`config.mk`:
```
export PLATFORM = sky130hd
export DESIGN_NAME = utf8_char_ngram_splitter_flat
export DESIGN_NICKNAME = d
export VERILOG_FILES = /design/src/sv/u8ng_pkg.sv /design/src/sv/u8ng_if.sv /design/src/sv/u8ng_decoder.sv /design/src/sv/u8ng_cell.sv /design/src/sv/u8ng_window.sv /design/src/sv/u8ng_skid.sv /design/src/sv/utf8_char_ngram_splitter.sv /design/src/flat_wrapper.sv
export VERILOG_INCLUDE_DIRS = /design/src /design/src/sv
export SDC_FILE = /design/constraint.sdc
export NUM_CORES = 1
export LEC_CHECK = 0
export BUFFER_PORTS_ARGS = -buffer_cell sky130_fd_sc_hd__buf_2
export CAP_MARGIN = 20
export CORE_MARGIN = 2
export CORE_UTILIZATION = 52
export DETAILED_ROUTE_END_ITERATION = 12
export GPL_TIMING_DRIVEN = 0
export PLACE_DENSITY = 0.72
export SLEW_MARGIN = 0
export SYNTH_ARGS = -nofsm -noshare
export SYNTH_HDL_FRONTEND = slang
export SYNTH_SLANG_ARGS = --single-unit
```
`constraint.sdc`:
```
create_clock -name clk -period 6.65 [get_ports clk]
set_input_delay 0 -clock clk [delete_from_list [all_inputs] [get_ports clk]]
set_output_delay 0 -clock clk [all_outputs]
set_load 0.005 [all_outputs]
```
`src/sv/assert_macros.svh`:
```
// Assertion macros used by the top-level RTL file.
`ifndef ASSERT_MACROS_SVH
`define ASSERT_MACROS_SVH
`ifndef SYNTHESIS
`define U8NG_ASSERT_IMPL(lbl, cond, prop, msg) \
  lbl: assert property (@(posedge clk) disable iff (!rst_n) (cond) |-> (prop)) else $error(msg);
`define U8NG_ASSERT_NEXT(lbl, cond, prop, msg) \
  lbl: assert property (@(posedge clk) disable iff (!rst_n) (cond) |=> (prop)) else $error(msg);
`else
`define U8NG_ASSERT_IMPL(lbl, cond, prop, msg)
`define U8NG_ASSERT_NEXT(lbl, cond, prop, msg)
`endif
`endif

```
`src/sv/u8ng_pkg.sv`:
```
// Types and constants of the UTF-8 character n-gram splitter.
package u8ng_pkg;

  localparam int DEF_MAX_GRAM     = 8;
  localparam int DEF_STRING_BYTES = 65536;
  localparam int OFFSET_LIMIT     = 65536;

  typedef enum logic [1:0] {
    ST_GRAM     = 2'd0,
    ST_BAD_UTF8 = 2'd1,
    ST_TOO_LONG = 2'd2
  } status_t;

  typedef struct packed {
    logic [15:0] gram_start;
    logic [16:0] gram_end;
    status_t     status;
    logic        string_done;
  } res_t;

  typedef struct packed {
    logic        done;
    logic        bad;
    logic [15:0] char_start;
  } dec_t;

endpackage

```
`src/sv/u8ng_if.sv`:
```
// Valid/ready channel interfaces for input words, result words and configuration.
interface u8ng_in_if;
  logic       valid;
  logic       ready;
  logic [7:0] data_byte;
  logic       last_of_string;
  modport source (output valid, output data_byte, output last_of_string, input ready);
  modport sink (input valid, input data_byte, input last_of_string, output ready);
endinterface

interface u8ng_out_if;
  logic        valid;
  logic        ready;
  logic [15:0] gram_start;
  logic [16:0] gram_end;
  logic [1:0]  status;
  logic        string_done;
  modport source (output valid, output gram_start, output gram_end, output status,
                  output string_done, input ready);
  modport sink (input valid, input gram_start, input gram_end, input status,
                input string_done, output ready);
endinterface

interface u8ng_cfg_if;
  logic       valid;
  logic       ready;
  logic [3:0] gram_chars;
  modport source (output valid, output gram_chars, input ready);
  modport sink (input valid, input gram_chars, output ready);
endinterface

```
`src/sv/u8ng_decoder.sv`:
```
// Strict UTF-8 sequence decoder holding the pending lead byte and count.
module u8ng_decoder (
  input  logic             clk,
  input  logic             rst_n,
  input  logic             step_en,
  input  logic             clear_en,
  input  logic [7:0]       data_byte,
  input  logic [15:0]      offset,
  output u8ng_pkg::dec_t   dec
);
  import u8ng_pkg::*;

  logic [7:0]  lead_r, lead_nxt;
  logic [1:0]  bytes_left_r, bytes_left_nxt;
  logic [15:0] char_start_r;

  always_comb begin
    lead_nxt       = lead_r;
    bytes_left_nxt = bytes_left_r;
    dec.done       = 1'b0;
    dec.bad        = 1'b0;
    dec.char_start = char_start_r;
    if (bytes_left_r == 2'd0) begin
      dec.char_start = offset;
      if (!data_byte[7]) begin
        dec.done = 1'b1;
      end else begin
        lead_nxt = data_byte;
        if ((data_byte & 8'he0) == 8'hc0 && (data_byte & 8'h1e) != 8'h00) begin
          bytes_left_nxt = 2'd1;
        end else if ((data_byte & 8'hf0) == 8'he0) begin
          bytes_left_nxt = 2'd2;
        end else if ((data_byte & 8'hf8) == 8'hf0 && data_byte <= 8'hf4) begin
          bytes_left_nxt = 2'd3;
        end else begin
          dec.bad = 1'b1;
        end
      end
    end else begin
      if ((data_byte & 8'hc0) != 8'h80) begin
        dec.bad = 1'b1;
      end else begin
        // second byte of a three-byte form: reject overlongs and surrogates
        if ((lead_r & 8'hf0) == 8'he0 && bytes_left_r == 2'd2) begin
          if ((lead_r & 8'h0f) == 8'h00 && (data_byte & 8'h20) == 8'h00) dec.bad = 1'b1;
          if (lead_r == 8'hed && (data_byte & 8'h20) != 8'h00) dec.bad = 1'b1;
        // second byte of a four-byte form: reject overlongs and values past U+10FFFF
        end else if ((lead_r & 8'hf8) == 8'hf0 && bytes_left_r == 2'd3) begin
          if ((lead_r & 8'h07) == 8'h00 && (data_byte & 8'h30) == 8'h00) dec.bad = 1'b1;
          if (lead_r == 8'hf4 && data_byte > 8'h8f) dec.bad = 1'b1;
        end
      end
      bytes_left_nxt = bytes_left_r - 2'd1;
      dec.done = !dec.bad && (bytes_left_r == 2'd1);
    end
  end

  always_ff @(posedge clk) begin
    if (!rst_n) begin
      bytes_left_r <= 2'd0;
    end else if (clear_en) begin
      bytes_left_r <= 2'd0;
    end else if (step_en) begin
      bytes_left_r <= bytes_left_nxt;
    end
  end

  always_ff @(posedge clk) begin
    if (step_en) begin
      lead_r       <= lead_nxt;
      char_start_r <= dec.char_start;
    end
  end

endmodule

```
`src/sv/u8ng_cell.sv`:
```
// One window cell: holds a code point start offset and passes it down the row.
module u8ng_cell (
  input  logic        clk,
  input  logic        shift_en,
  input  logic [15:0] start_in,
  output logic [15:0] start_q
);
  logic [15:0] start_r;

  always_ff @(posedge clk) begin
    if (shift_en) begin
      start_r <= start_in;
    end
  end

  assign start_q = start_r;

endmodule

```
`src/sv/u8ng_window.sv`:
```
// Row of cells with the start offsets of the last code points, and the gram tap.
module u8ng_window #(
  parameter int MAX_GRAM = u8ng_pkg::DEF_MAX_GRAM,
  localparam int N_W     = $clog2(MAX_GRAM + 1)
) (
  input  logic           clk,
  input  logic           shift_en,
  input  logic [15:0]    new_start,
  input  logic [N_W-1:0] gram_n,
  output logic [15:0]    gram_start
);
  logic [15:0] q [MAX_GRAM];

  for (genvar i = 0; i < MAX_GRAM; i++) begin : g_cell
    logic [15:0] d;
    if (i == MAX_GRAM - 1) begin : g_head
      assign d = new_start;
    end else begin : g_body
      assign d = q[i+1];
    end
    u8ng_cell u_cell (
      .clk      (clk),
      .shift_en (shift_en),
      .start_in (d),
      .start_q  (q[i])
    );
  end

  // pick the entry that will sit gram_n places from the head after this shift
  always_comb begin
    gram_start = new_start;
    for (int i = 1; i < MAX_GRAM; i++) begin
      if (i == MAX_GRAM - int'(gram_n) + 1) gram_start = q[i];
    end
  end

endmodule

```
`src/sv/u8ng_skid.sv`:
```
// Output register with a skid stage so input keeps flowing while results wait.
module u8ng_skid (
  input  logic            clk,
  input  logic            rst_n,
  input  logic            push,
  input  u8ng_pkg::res_t  push_data,
  input  logic            out_ready,
  output logic            out_valid,
  output u8ng_pkg::res_t  out_data,
  output logic            can_accept
);
  import u8ng_pkg::*;

  logic out_valid_r;
  logic skid_valid_r;
  res_t out_data_r;
  res_t skid_data_r;

  always_ff @(posedge clk) begin
    if (!rst_n) begin
      out_valid_r  <= 1'b0;
      skid_valid_r <= 1'b0;
    end else if (skid_valid_r) begin
      if (out_ready) begin
        skid_valid_r <= 1'b0;
      end
    end else if (push) begin
      if (out_valid_r && !out_ready) begin
        skid_valid_r <= 1'b1;
      end else begin
        out_valid_r <= 1'b1;
      end
    end else if (out_ready) begin
      out_valid_r <= 1'b0;
    end
  end

  always_ff @(posedge clk) begin
    if (skid_valid_r) begin
      if (out_ready) out_data_r <= skid_data_r;
    end else if (push) begin
      if (out_valid_r && !out_ready) begin
        skid_data_r <= push_data;
      end else begin
        out_data_r <= push_data;
      end
    end
  end

  assign out_valid  = out_valid_r;
  assign out_data   = out_data_r;
  assign can_accept = !skid_valid_r;

endmodule

```
`src/sv/utf8_char_ngram_splitter.sv`:
```
// Top level of the UTF-8 character n-gram splitter.
// Usage:
//   in_ch takes one string byte per word with last_of_string on the final byte.
//   out_ch gives one result word per completed gram, per UTF-8 error (status 1,
//   zero span) or per string that runs past the offset limit (status 2).
//   cfg_ch writes gram_chars (0 acts as 1, values above MAX_GRAM clamp); write
//   it only while no word is in flight.
// A result is registered in the output stage, or in the skid stage while out_ch stalls.
// Throughput: one byte per cycle while in_ch ready is high; decode, window shift
//   and tap selection all take place in the same cycle as the byte's acceptance.
// After a failed string the remaining bytes are taken and give no results.
// Reset clears the decoder, counters and result buffer and sets gram_chars to 3;
//   the window cells are written before they are read in each string.
// When out_ch stalls, a skid stage holds one more result; in_ch ready drops
//   only while both output and skid are full.
module utf8_char_ngram_splitter #(
  parameter int MAX_GRAM     = u8ng_pkg::DEF_MAX_GRAM,
  parameter int STRING_BYTES = u8ng_pkg::DEF_STRING_BYTES
) (
  input  logic        clk,
  input  logic        rst_n,
  u8ng_in_if.sink     in_ch,
  u8ng_out_if.source  out_ch,
  u8ng_cfg_if.sink    cfg_ch
);
  import u8ng_pkg::*;
  `include "assert_macros.svh"

  localparam int N_W = $clog2(MAX_GRAM + 1);
  localparam int unsigned CAP = (STRING_BYTES > OFFSET_LIMIT) ? OFFSET_LIMIT : STRING_BYTES;

  logic [3:0]     gram_chars_r;
  logic [16:0]    byte_offset_r;
  logic [N_W-1:0] chars_seen_r, chars_seen_nxt;
  logic           string_failed_r;

  logic           accept, last, overflow, step_en, trunc, emit, push, can_accept;
  logic [N_W-1:0] gram_n;
  logic [15:0]    tap_start;
  dec_t           dec;
  res_t           res, out_res;

  assign cfg_ch.ready = 1'b1;

  always_ff @(posedge clk) begin
    if (!rst_n) begin
      gram_chars_r <= 4'd3;
    end else if (cfg_ch.valid) begin
      gram_chars_r <= cfg_ch.gram_chars;
    end
  end

  always_comb begin
    if (gram_chars_r == 4'd0) begin
      gram_n = N_W'(1);
    end else if (int'(gram_chars_r) > MAX_GRAM) begin
      gram_n = N_W'(MAX_GRAM);
    end else begin
      gram_n = N_W'(gram_chars_r);
    end
  end

  assign in_ch.ready = can_accept;
  assign accept   = in_ch.valid && can_accept;
  assign last     = in_ch.last_of_string;
  assign overflow = 32'(byte_offset_r) >= CAP;
  assign step_en  = accept && !string_failed_r && !overflow;
  assign trunc    = last && !dec.done && !dec.bad;

  u8ng_decoder u_decoder (
    .clk       (clk),
    .rst_n     (rst_n),
    .step_en   (step_en),
    .clear_en  (accept && last),
    .data_byte (in_ch.data_byte),
    .offset    (byte_offset_r[15:0]),
    .dec       (dec)
  );

  u8ng_window #(.MAX_GRAM(MAX_GRAM)) u_window (
    .clk        (clk),
    .shift_en   (step_en && dec.done),
    .new_start  (dec.char_start),
    .gram_n     (gram_n),
    .gram_start (tap_start)
  );

  assign chars_seen_nxt = (int'(chars_seen_r) < MAX_GRAM) ? chars_seen_r + N_W'(1)
                                                          : chars_seen_r;
  assign emit = dec.done && (chars_seen_nxt >= gram_n);

  always_comb begin
    res.gram_start  = 16'd0;
    res.gram_end    = 17'd0;
    res.status      = ST_GRAM;
    res.string_done = last;
    push            = 1'b0;
    if (accept && !string_failed_r) begin
      if (overflow) begin
        res.status = ST_TOO_LONG;
        push       = 1'b1;
      end else if (dec.bad || trunc) begin
        res.status = ST_BAD_UTF8;
        push       = 1'b1;
      end else if (emit) begin
        res.gram_start = tap_start;
        res.gram_end   = byte_offset_r + 17'd1;
        push           = 1'b1;
      end
    end
  end

  always_ff @(posedge clk) begin
    if (!rst_n) begin
      byte_offset_r   <= 17'd0;
      chars_seen_r    <= '0;
      string_failed_r <= 1'b0;
    end else if (accept) begin
      if (last) begin
        byte_offset_r   <= 17'd0;
        chars_seen_r    <= '0;
        string_failed_r <= 1'b0;
      end else if (!string_failed_r) begin
        if (overflow || dec.bad) begin
          string_failed_r <= 1'b1;
        end else begin
          byte_offset_r <= byte_offset_r + 17'd1;
          if (dec.done) chars_seen_r <= chars_seen_nxt;
        end
      end
    end
  end

  u8ng_skid u_skid (
    .clk        (clk),
    .rst_n      (rst_n),
    .push       (push),
    .push_data  (res),
    .out_ready  (out_ch.ready),
    .out_valid  (out_ch.valid),
    .out_data   (out_res),
    .can_accept (can_accept)
  );

  assign out_ch.gram_start  = out_res.gram_start;
  assign out_ch.gram_end    = out_res.gram_end;
  assign out_ch.status      = out_res.status;
  assign out_ch.string_done = out_res.string_done;

  `U8NG_ASSERT_IMPL(a_stall_full, !in_ch.ready, out_ch.valid, "input stalled with empty output")
  `U8NG_ASSERT_IMPL(a_gram_span, out_ch.valid && out_ch.status == ST_GRAM, out_ch.gram_end > {1'b0, out_ch.gram_start}, "empty gram span")
  `U8NG_ASSERT_IMPL(a_err_span, out_ch.valid && out_ch.status != ST_GRAM, out_ch.gram_start == 16'd0 && out_ch.gram_end == 17'd0, "error result with span")
  `U8NG_ASSERT_NEXT(a_str_clear, accept && last, byte_offset_r == 17'd0 && chars_seen_r == '0 && !string_failed_r, "string state not cleared")

endmodule
```
`src/flat_wrapper.sv`:
```
// flat-port wrapper written by rule: the top's interface ports become plain ports
module utf8_char_ngram_splitter_flat import u8ng_pkg::*;
#(
  parameter int MAX_GRAM     = u8ng_pkg::DEF_MAX_GRAM,
  parameter int STRING_BYTES = u8ng_pkg::DEF_STRING_BYTES
)
  (clk, rst_n, in_ch_valid, in_ch_data_byte, in_ch_last_of_string, in_ch_ready, out_ch_valid, out_ch_gram_start, out_ch_gram_end, out_ch_status, out_ch_string_done, out_ch_ready, cfg_ch_valid, cfg_ch_gram_chars, cfg_ch_ready);
  u8ng_in_if in_ch_i ();
  u8ng_out_if out_ch_i ();
  u8ng_cfg_if cfg_ch_i ();
  input  logic clk;
  input  logic rst_n;
  input wire logic [$bits(in_ch_i.valid)-1:0] in_ch_valid;
  input wire logic [$bits(in_ch_i.data_byte)-1:0] in_ch_data_byte;
  input wire logic [$bits(in_ch_i.last_of_string)-1:0] in_ch_last_of_string;
  output wire logic [$bits(in_ch_i.ready)-1:0] in_ch_ready;
  output wire logic [$bits(out_ch_i.valid)-1:0] out_ch_valid;
  output wire logic [$bits(out_ch_i.gram_start)-1:0] out_ch_gram_start;
  output wire logic [$bits(out_ch_i.gram_end)-1:0] out_ch_gram_end;
  output wire logic [$bits(out_ch_i.status)-1:0] out_ch_status;
  output wire logic [$bits(out_ch_i.string_done)-1:0] out_ch_string_done;
  input wire logic [$bits(out_ch_i.ready)-1:0] out_ch_ready;
  input wire logic [$bits(cfg_ch_i.valid)-1:0] cfg_ch_valid;
  input wire logic [$bits(cfg_ch_i.gram_chars)-1:0] cfg_ch_gram_chars;
  output wire logic [$bits(cfg_ch_i.ready)-1:0] cfg_ch_ready;
  assign in_ch_i.valid = in_ch_valid;
  assign in_ch_i.data_byte = in_ch_data_byte;
  assign in_ch_i.last_of_string = in_ch_last_of_string;
  assign in_ch_ready = in_ch_i.ready;
  assign out_ch_valid = out_ch_i.valid;
  assign out_ch_gram_start = out_ch_i.gram_start;
  assign out_ch_gram_end = out_ch_i.gram_end;
  assign out_ch_status = out_ch_i.status;
  assign out_ch_string_done = out_ch_i.string_done;
  assign out_ch_i.ready = out_ch_ready;
  assign cfg_ch_i.valid = cfg_ch_valid;
  assign cfg_ch_i.gram_chars = cfg_ch_gram_chars;
  assign cfg_ch_ready = cfg_ch_i.ready;
  utf8_char_ngram_splitter #(.MAX_GRAM(MAX_GRAM), .STRING_BYTES(STRING_BYTES)) u_core (.clk(clk), .rst_n(rst_n), .in_ch(in_ch_i), .out_ch(out_ch_i), .cfg_ch(cfg_ch_i));
endmodule
```
==> results of run 1 <==
## how the worst max path moves through the flow
| stage | start | endpoint | slack, ns |
|---|---|---|---|
| after global routing | u_core.chars_seen_r[3]$_SDFFE_PN0P_ | u_core.u_skid.out_data[31]$_DFFE_PP_ | 2.66 |
| after global placement | u_core.u_skid.skid_valid_r$_SDFF_PN0_ | u_core.u_window.g_cell[1].u_cell.start_q[8]$_DFFE_PP_ | -1.51 |
| after floorplan | u_core.chars_seen_r[0]$_SDFFE_PN0P_ | u_core.u_skid.out_data[0]$_DFFE_PP_ | 0.57 |
| after detailed placement | u_core.chars_seen_r[3]$_SDFFE_PN0P_ | u_core.u_skid.out_data[25]$_DFFE_PP_ | 2.92 |
| after CTS | u_core.chars_seen_r[3]$_SDFFE_PN0P_ | u_core.u_skid.out_data[31]$_DFFE_PP_ | 2.89 |
| final | u_core.chars_seen_r[3]$_SDFFE_PN0P_ | u_core.u_skid.out_data[31]$_DFFE_PP_ | 2.84 |
## per-stage QoR
step / cells / setup slack [ns]
2_1_floorplan: 857 / 0.571
3_3_place_gp: 1186 / -1.51
3_5_place_dp: 1196 / 2.92
4_1_cts: 1269 / 2.89
5_1_grt: 1269 / 2.66
6_report: 1269 / 2.84
## repair_timing
item,CTS,global route
setup endpoints to repair,0,0
buffers inserted,0,0
hold buffers,27,0
gates resized for setup,0,0
endpoints found under the hold margin,30,0
## cells by family after synthesis
| kind of cell | count (synthesis) | synth area share, % |
|---|---|---|
| AOI/OAI and AO/OA | 239 | 16.6 |
| xor gates and xnor gates | 21 | 2.10 |
| adders and majority gates | 13 | 1.49 |
| buffers and inverters | 78 | 3.49 |
| DFF | 237 | 62.4 |
| muxes | 36 | 3.48 |
| other | 1 | 0.0343 |
| and+or+nand+nor | 232 | 10.4 |
## cell usage in the layout (no fill, tap or decap), types with 4 or more instances in the layout
| master | instances |
|---|---|
| o221ai_2 | 8 |
| nand3_1 | 33 |
| inv_1 | 26 |
| clkbuf_1 | 26 |
| a311oi_2 | 12 |
| a221oi_1 | 4 |
| o22ai_1 | 6 |
| a22o_1 | 4 |
| o221ai_1 | 4 |
| edfxtp_1 | 207 |
| a21o_1 | 46 |
| clkbuf_8 | 5 |
| ha_1 | 13 |
| nand2_1 | 66 |
| dlygate4sd3_1 | 27 |
| and2_1 | 4 |
| a21oi_1 | 17 |
| buf_2 | 70 |
| and3_1 | 6 |
| buf_6 | 8 |
| nand2b_1 | 9 |
| mux2i_1 | 20 |
| nor3_1 | 13 |
| mux2_2 | 16 |
| nor2_1 | 61 |
| or3_1 | 7 |
| o21ai_0 | 63 |
| a21boi_1 | 9 |
| xnor2_1 | 15 |
| a22oi_1 | 4 |
| a211oi_2 | 4 |
| clkbuf_16 | 26 |
| o21ai_1 | 9 |
| dfxtp_1 | 30 |
| buf_4 | 12 |
| o211ai_1 | 16 |
| nor3b_1 | 5 |
## sequential cells by signal (all words and copies together) (netlist names)
signal / flops
u_core.u_skid.skid_data_r: 36
u_core.u_skid.skid_valid_r: 1
u_core.chars_seen_r: 4
u_core.string_failed_r: 1
u_core.u_decoder.bytes_left_r: 2
u_core.u_decoder.lead_r: 7
u_core.u_window.g_cell.u_cell.start_q: 112
u_core.gram_chars_r: 4
u_core.u_skid.out_valid: 1
u_core.byte_offset_r: 17
u_core.u_skid.out_data: 36
u_core.u_decoder.char_start_r: 16
## cell type report
type	count	share of cell area [%]
Tap cell	275	2.69
Clock inverter	9	0.617
Sequential cell	237	53.4
Timing Repair Buffer	91	5.20
Multi-Input combinational cell	542	29.3
Inverter	27	0.793
Clock buffer	37	5.81
Buffer	51	2.19
## worst reg2reg max path, stage by stage (launching register included)
cell,delay [ns]
dfxtp_1,0.31
clkbuf_1,0.26
mux2_2,0.39
ha_1,0.27
a21o_1,0.13
a211oi_1,0.07
or3_1,0.36
and4b_1,0.25
o41ai_2,0.61
buf_6,0.25
buf_4,0.20
buf_4,0.20
buf_4,0.21
## power by group through the flow
| stage | logic, mW | clock network (mW) | registers (mW) |
|---|---|---|---|
| floorplan | 0.316 | 0 | 1.78 |
| global placement | 0.442 | 0 | 1.79 |
| detailed placement | 0.465 | 0 | 1.77 |
| CTS | 0.482 | 1.40 | 1.74 |
| global route | 0.527 | 1.46 | 1.75 |
| finish | 0.486 | 1.38 | 1.74 |
## layer usage
layer,global-route usage [%],up-vias
li1,-,3486
met1,32.5,3666
met2,35.9,269
met3,3.21,60
met4,6.57,0
met5,0,-
==> reports/metrics.csv, run 1 <==
stage,metric,value,unit
clock_network,CTS tree,built,
critical_path,worst reg2reg startpoint,u_core.chars_seen_r[3]$_SDFFE_PN0P_,
finish,FF/Latch Area,6820,sq um
power_and_ir_drop,"Power, Total",3.61,mW
routing,# DRC,0,
finish,area grow syn2layout,16.9,%
power_and_ir_drop,Seq pwr share,48.2,%
finish,filler cell count,1648,
synthesis,number of synthesized flops with an enable pin,207,
clock_network,CTS Root Cell,clkbuf_16,
critical_path,worst endpoint data arrival time,4.05,ns
finish,area of the multi-input gates,3750,sq um
power_and_ir_drop,switching share of total power,25.4,%
min_path,hold crit path type,input port to register,
synthesis,Post-synth top cells,"edfxtp_1, nand2_1, o21ai_0",
global_route,largest net degree at the start of global routing,37,
sta,relative slew slack,47.5,%
power_and_ir_drop,Switch Pwr,917,uW
sta,"Hold Violations, Final",0,
sta,clk_skew,0.0165,ns
critical_path,Crit path depth,12,
sta,final setup violation count,0,
sta,Fmax,262,MHz
routing,DR WL/cell,19.6,um
clock_network,H-tree depth,1,
critical_path,R2R setup slack,2.84,ns
sta,Setup Total Neg Slack,0,ns
critical_path,CP bufs+invs,5,
power_and_ir_drop,Clk pwr share,38.3,%
min_path,hold worst-path end,u_core.u_decoder.lead_r[0]$_DFFE_PP_,
floorplanning,Initial Utilization,52.5,%
finish,final core occ,61.3,%
critical_path,Setup crit start kind,register,
synthesis,top-count cell post-synth,edfxtp_1,
routing,vias per cell,5.90,
routing,wire length on met2,11600,um
routing,Initial DRC Count,594,
routing,max layer used,met4,
synthesis,fraction of registers with async set/reset,0,%
global_route,total global routing overflow,0,
critical_path,crit-path cells,clkbuf_1 > mux2_2 > ha_1 > a21o_1 > a211oi_1 > or3_1 > and4b_1 > o41ai_2 > buf_6 > buf_4 > buf_4 > buf_4,
routing,"wirelength, routed",24800,um
floorplanning,Die Width,149,um
sta,Tcrit/Tclk final,57.3,%
critical_path,peak fanout along the critical path,10,
placed_design,dpl cell area,11700,sq um
global_route,GRT Total Usage,22.5,%
floorplanning,die area,22200,sq um
finish,design area,12800,sq um
synthesis,Synth top area share,56.9,%
power_and_ir_drop,static leakage,4.69,nW
clock_network,CTS Buf Count,25,
synthesis,sequential area share after synthesis,62.4,%
finish,n_diodes,0,
floorplanning,Core ar.,20800,sq um
clock_network,worst skew pair latency,0.53,ns
power_and_ir_drop,Int Power,2.70,mW
synthesis,"Distinct cells, synth",83,
synthesis,top cell type by total area after synthesis,edfxtp_1,
global_route,first-pass GRT wire length,39100,um
run_status,status,finished clean,
synthesis,Ys Warns,0,
critical_path,CP peak stage delay,0.60,ns
placed_design,hpwl dp,17200,um
critical_path,endpoint class of the critical path,register,
power_and_ir_drop,Pwr Density,283,nW/um^2
synthesis,Area contributors post-synth,"edfxtp_1, dfxtp_1, a21o_1",
floorplanning,Die Ht,149,um
routing,Final ANT Viol Nets,0,
critical_path,"most used cell, CP",buf_4,
routing,Via Count,7481,
floorplanning,IO Count,57,
run,max-cap violation count,0,
routing,Metal-1 WL,11100,um
placed_design,Routability Congestion,0.913,
routing,met3 wire len,1310,um
synthesis,per-instance average area after synthesis,12.7,sq um
critical_path,slowest CP cell,o41ai_2,
synthesis,top_reg_cell synth,edfxtp_1,
power_and_ir_drop,VDD IR max,218,uV
critical_path,CP Data Required Time,6.89,ns
critical_path,cells on worst reg2reg path,12,
finish,nets,1006,
critical_path,"CP delay by family, top",buffers and inverters,
critical_path,kind of critical path,register to register,
synthesis,Post-Syn Area,10900,sq um
sta,minimum hold slack,0.224,ns
synthesis,cell count after synthesis,857,
sta,Tmin final,3.81,ns
floorplanning,Rows,53,
clock_network,Clock Tree Buf Depth,3,
sta,worst-margin pin slew,0.788,ns
clock_network,clock-pin transition on the worst setup and hold timing paths,0.06,ns
synthesis,Mapped Nets,888,
finish,share of cells above drive strength 1,19.6,%
sta,Max Slew Vio Count,0,
power_and_ir_drop,Comb power frac,13.5,%
min_path,hold_sp,in_ch_data_byte[0],
min_path,WHS Path Cells,2,
global_route,initial antenna violation count,0,
sta,RSZ-0062 raised after global routing,no,
placed_design,PortBufs,54,
synthesis,synthesis-stage register bit count,237,
critical_path,r2r endpoint,u_core.u_skid.out_data[31]$_DFFE_PP_,
routing,first-pass iteration count of the detailed router,5,
clock_network,clk sinks,237,
global_route,vias in the first global route,7214,
(Power assumes the default switching activity.)
==> run 2: changes to the inputs <==
- ABC_AREA: not set -> 1
- PLACE_DENSITY: 0.72 -> 0.75
- clock period: 6.65 -> 3.2 ns (I/O delays scaled with it)
==> run 2 against run 1 <==
First-iteration DRC count increased by 0.34%. Clock-buffer cell count decreased by 5. Non-clock buffer count decreased by 18. Critical path depth increased by 9. Clock skew decreased by 0.0027 ns. Sequential cell count unchanged. Area after synthesis decreased by 2.2%. Highest routed layer unchanged.
==> reports/metrics.csv, run 2 <==
stage,metric,value,unit,change
run_status,status,finished clean,,
routing,Final ANT Viol Nets,0,,unchanged
clock_network,clock-pin transition on the worst setup and hold timing paths,0.06,ns,about the same
synthesis,synthesis-stage register bit count,237,,unchanged
synthesis,Synth top area share,58.2,%,+1.3 points
finish,final non-filler cell total,1445,,+14%
clock_network,Clock Tree Buf Depth,3,,unchanged
routing,# DRC,0,,unchanged
critical_path,"most used cell, CP",nand2_1,,
routing,Initial DRC Count,596,,+0.34%
sta,Tmin final,2.98,ns,-0.834 ns
critical_path,peak fanout along the critical path,10,,unchanged
clock_network,CTS Buf Count,24,,-4.0%
critical_path,crit-path cells,nor2_1 > nand2_1 > nand2_2 > inv_1 > ha_1 > inv_1 > nand2_2 > nand2_1 > nand3b_4 > nand2_2 > inv_4 > nand2_2 > buf_4 > buf_6 > nand3_1 > nand3_1 > nand2_1 > nand2_1 > nand2_1 > nand2_1 > a21oi_2,,
clock_network,CTS tree,built,,
sta,final setup violation count,0,,unchanged
critical_path,Setup crit start kind,register,,
finish,share of cells above drive strength 1,15.9,%,-3.7 points
critical_path,worst endpoint data arrival time,3.22,ns,-0.83 ns
finish,nets,1190,,+18%
synthesis,Post-synth top cells,"edfxtp_1, nand2_1, nor2_1",,
routing,"wirelength, routed",22600,um,-9.0%
synthesis,Area contributors post-synth,"edfxtp_1, nand2_1, nor2_1",,
sta,relative slew slack,36.0,%,-11 points
synthesis,top_reg_cell synth,edfxtp_1,,
sta,Tcrit/Tclk final,93.0,%,+36 points
floorplanning,Core ar.,20200,sq um,-2.8%
synthesis,fraction of registers with async set/reset,0,%,unchanged
critical_path,slowest CP cell,dfxtp_2,,
critical_path,CP Data Required Time,3.45,ns,-3.44 ns
clock_network,H-tree depth,1,,unchanged
synthesis,number of synthesized flops with an enable pin,207,,unchanged
finish,most frequent cells in the layout,"edfxtp_1, nand2_1, nor2_1",,
placed_design,placed insts,1377,,+15%
synthesis,per-instance average area after synthesis,10.2,sq um,-20%
floorplanning,Rows,52,,-1.9%
finish,area grow syn2layout,16.8,%,
routing,DR WL/cell,15.6,um,-20%
clock_network,clk sinks,237,,unchanged
synthesis,top cell type by total area after synthesis,edfxtp_1,,
global_route,total global routing overflow,0,,unchanged
global_route,largest net degree at the start of global routing,35,,-5.4%
sta,"Hold Violations, Final",0,,unchanged
power_and_ir_drop,"Power, Total",7.39,mW,+100%
global_route,vias in the first global route,7458,,+3.4%
sta,Fmax,336,MHz,+28%
finish,"most common cell after layout, fill and taps aside",edfxtp_1,,
finish,Largest register FFs,112,,unchanged
routing,first-pass iteration count of the detailed router,6,,+1
min_path,WHS Path Cells,6,,+4
synthesis,cell count after synthesis,1047,,+22%
global_route,GRT Total Usage,21.4,%,-1.1 points
run,max-cap violation count,0,,unchanged
global_route,first-pass GRT wire length,37100,um,-5.2%
power_and_ir_drop,VDD IR max,383,uV,+75%
global_route,initial antenna violation count,0,,unchanged
sta,clk_skew,0.0138,ns,-0.00273 ns
floorplanning,Die Ht,147,um,-1.1%
finish,n_diodes,0,,unchanged
routing,vias per cell,5.16,,-12%
critical_path,CP peak stage delay,0.34,ns,-0.26 ns
floorplanning,die area,21700,sq um,-2.1%
sta,Max Slew Vio Count,0,,unchanged
floorplanning,Die Width,147,um,-1.1%
placed_design,Routability Congestion,0.886,,-2.9%
min_path,hold crit path type,input port to register,,
clock_network,worst skew pair latency,0.52,ns,about the same
critical_path,cells on worst reg2reg path,21,,+9
placed_design,hpwl dp,16400,um,-4.8%
synthesis,top-count cell post-synth,edfxtp_1,,
synthesis,"Distinct cells, synth",44,,-47%
routing,Via Count,7458,,-0.31%
power_and_ir_drop,static leakage,5.19,nW,+11%
floorplanning,Initial Utilization,52.8,%,+0.36 points
synthesis,Mapped Nets,1078,,+21%
synthesis,Ys Warns,0,,unchanged
clock_network,CTS Root Cell,clkbuf_16,,
critical_path,endpoint class of the critical path,register,,
critical_path,kind of critical path,register to register,,
floorplanning,IO Count,57,,unchanged
placed_design,PortBufs,55,,+1.9%
sta,worst-margin pin slew,0.952,ns,+0.164 ns
power_and_ir_drop,Pwr Density,592,nW/um^2,+110%
synthesis,Post-Syn Area,10700,sq um,-2.2%
synthesis,sequential area share after synthesis,63.8,%,+1.4 points
run 2: cell count changes in the layout (fill, tap and decap cells not counted), moves of 30 or more:
cell / previous run / this run
nand2_1: 66 / 186
nor2_1: 61 / 175
inv_1: 26 / 110
a21o_1: 46 / 0
a21oi_1: 17 / 61
o21ai_0: 63 / 29
nand3_1: 33 / 63
run 2: cell families after synthesis:
group | synth area share, %
XOR/XNOR | 1.07
AND/OR/NAND/NOR | 21.0
buffers and inverters | 6.59
adder cells (fa/ha/maj) | 1.52
other | 0.0351
flip-flops | 63.8
AO/OA/AOI/OAI | 6.02
run 2: layer usage:
layer,vias up,part of all wire (%),track usage (%)
li1,3713,-,-
met1,3498,43,28.5
met2,193,49,36.3
met3,54,4.9,3.23
met4,0,3.0,6.88
met5,-,0,0
run 2: timing repair:
item / in CTS / in global routing
resized for setup: 0 / 12
hold endpoints to repair: 26 / 0
setup endpoints to repair: 0 / 32
buffers inserted: 0 / 2
hold buffers: 24 / 0
run 2: area by class of cell:
cell class / instances / area [sq um]
Fill cell: 1593 / 7750
Tap cell: 270 / 338
Inverter: 124 / 484
Clock buffer: 32 / 682
Buffer: 38 / 239
Sequential cell: 237 / 6820
Multi-Input combinational cell: 648 / 3220
Timing Repair Buffer: 86 / 638
Clock inverter: 10 / 68.8
run 2: path summary, 6_finish.rpt:
path | startpoint | to | slack (ns)
worst max-delay path | u_core.gram_chars_r[2]$_SDFFE_PN0P_ | u_core.u_skid.out_data[23]$_DFFE_PP_ | 0.22
worst min-delay path | in_ch_data_byte[7] | u_core.u_decoder.bytes_left_r[0]$_SDFFE_PP0P_ | 0.04
worst max register to register | u_core.gram_chars_r[2]$_SDFFE_PN0P_ | u_core.u_skid.out_data[23]$_DFFE_PP_ | 0.22
worst min register to register | u_core.u_window.g_cell[7].u_cell.start_q[3]$_DFFE_PP_ | u_core.u_window.g_cell[6].u_cell.start_q[3]$_DFFE_PP_ | 0.44
run 2: critical path, delay by kind of cell (launching register included):
family,cells,cell delay (ns)
simple gates,14,1.45
buf+inv,5,0.57
flops,1,0.34
fa+ha+maj,1,0.26
compound gates,1,0.07
run 2: per-stage QoR:
stage | utilization [%] | instance area [sq um] | TNS, ns | setup WS (ns) | hold WS [ns]
floorplan | - | 10700 | -3.10 | -0.0277 | 0.0841
global placement | 56.0 | 11300 | -115.19 | -0.871 | 0.192
detailed placement | 56.6 | 11500 | 0 | 0.0418 | 0.198
CTS | 61.5 | 12400 | 0 | 0.0435 | 0.0253
global route | 61.7 | 12500 | -0.0164 | -0.0164 | 0.0750
finish | 61.7 | 12500 | 0 | 0.223 | 0.0427
run 2: where the power goes:
group	internal, mW	leakage, nW	switching, mW
clock	1.56	0.372	1.11
sequential	3.60	2.19	0.0735
combinational	0.350	2.63	0.689
total	5.51	5.19	1.88
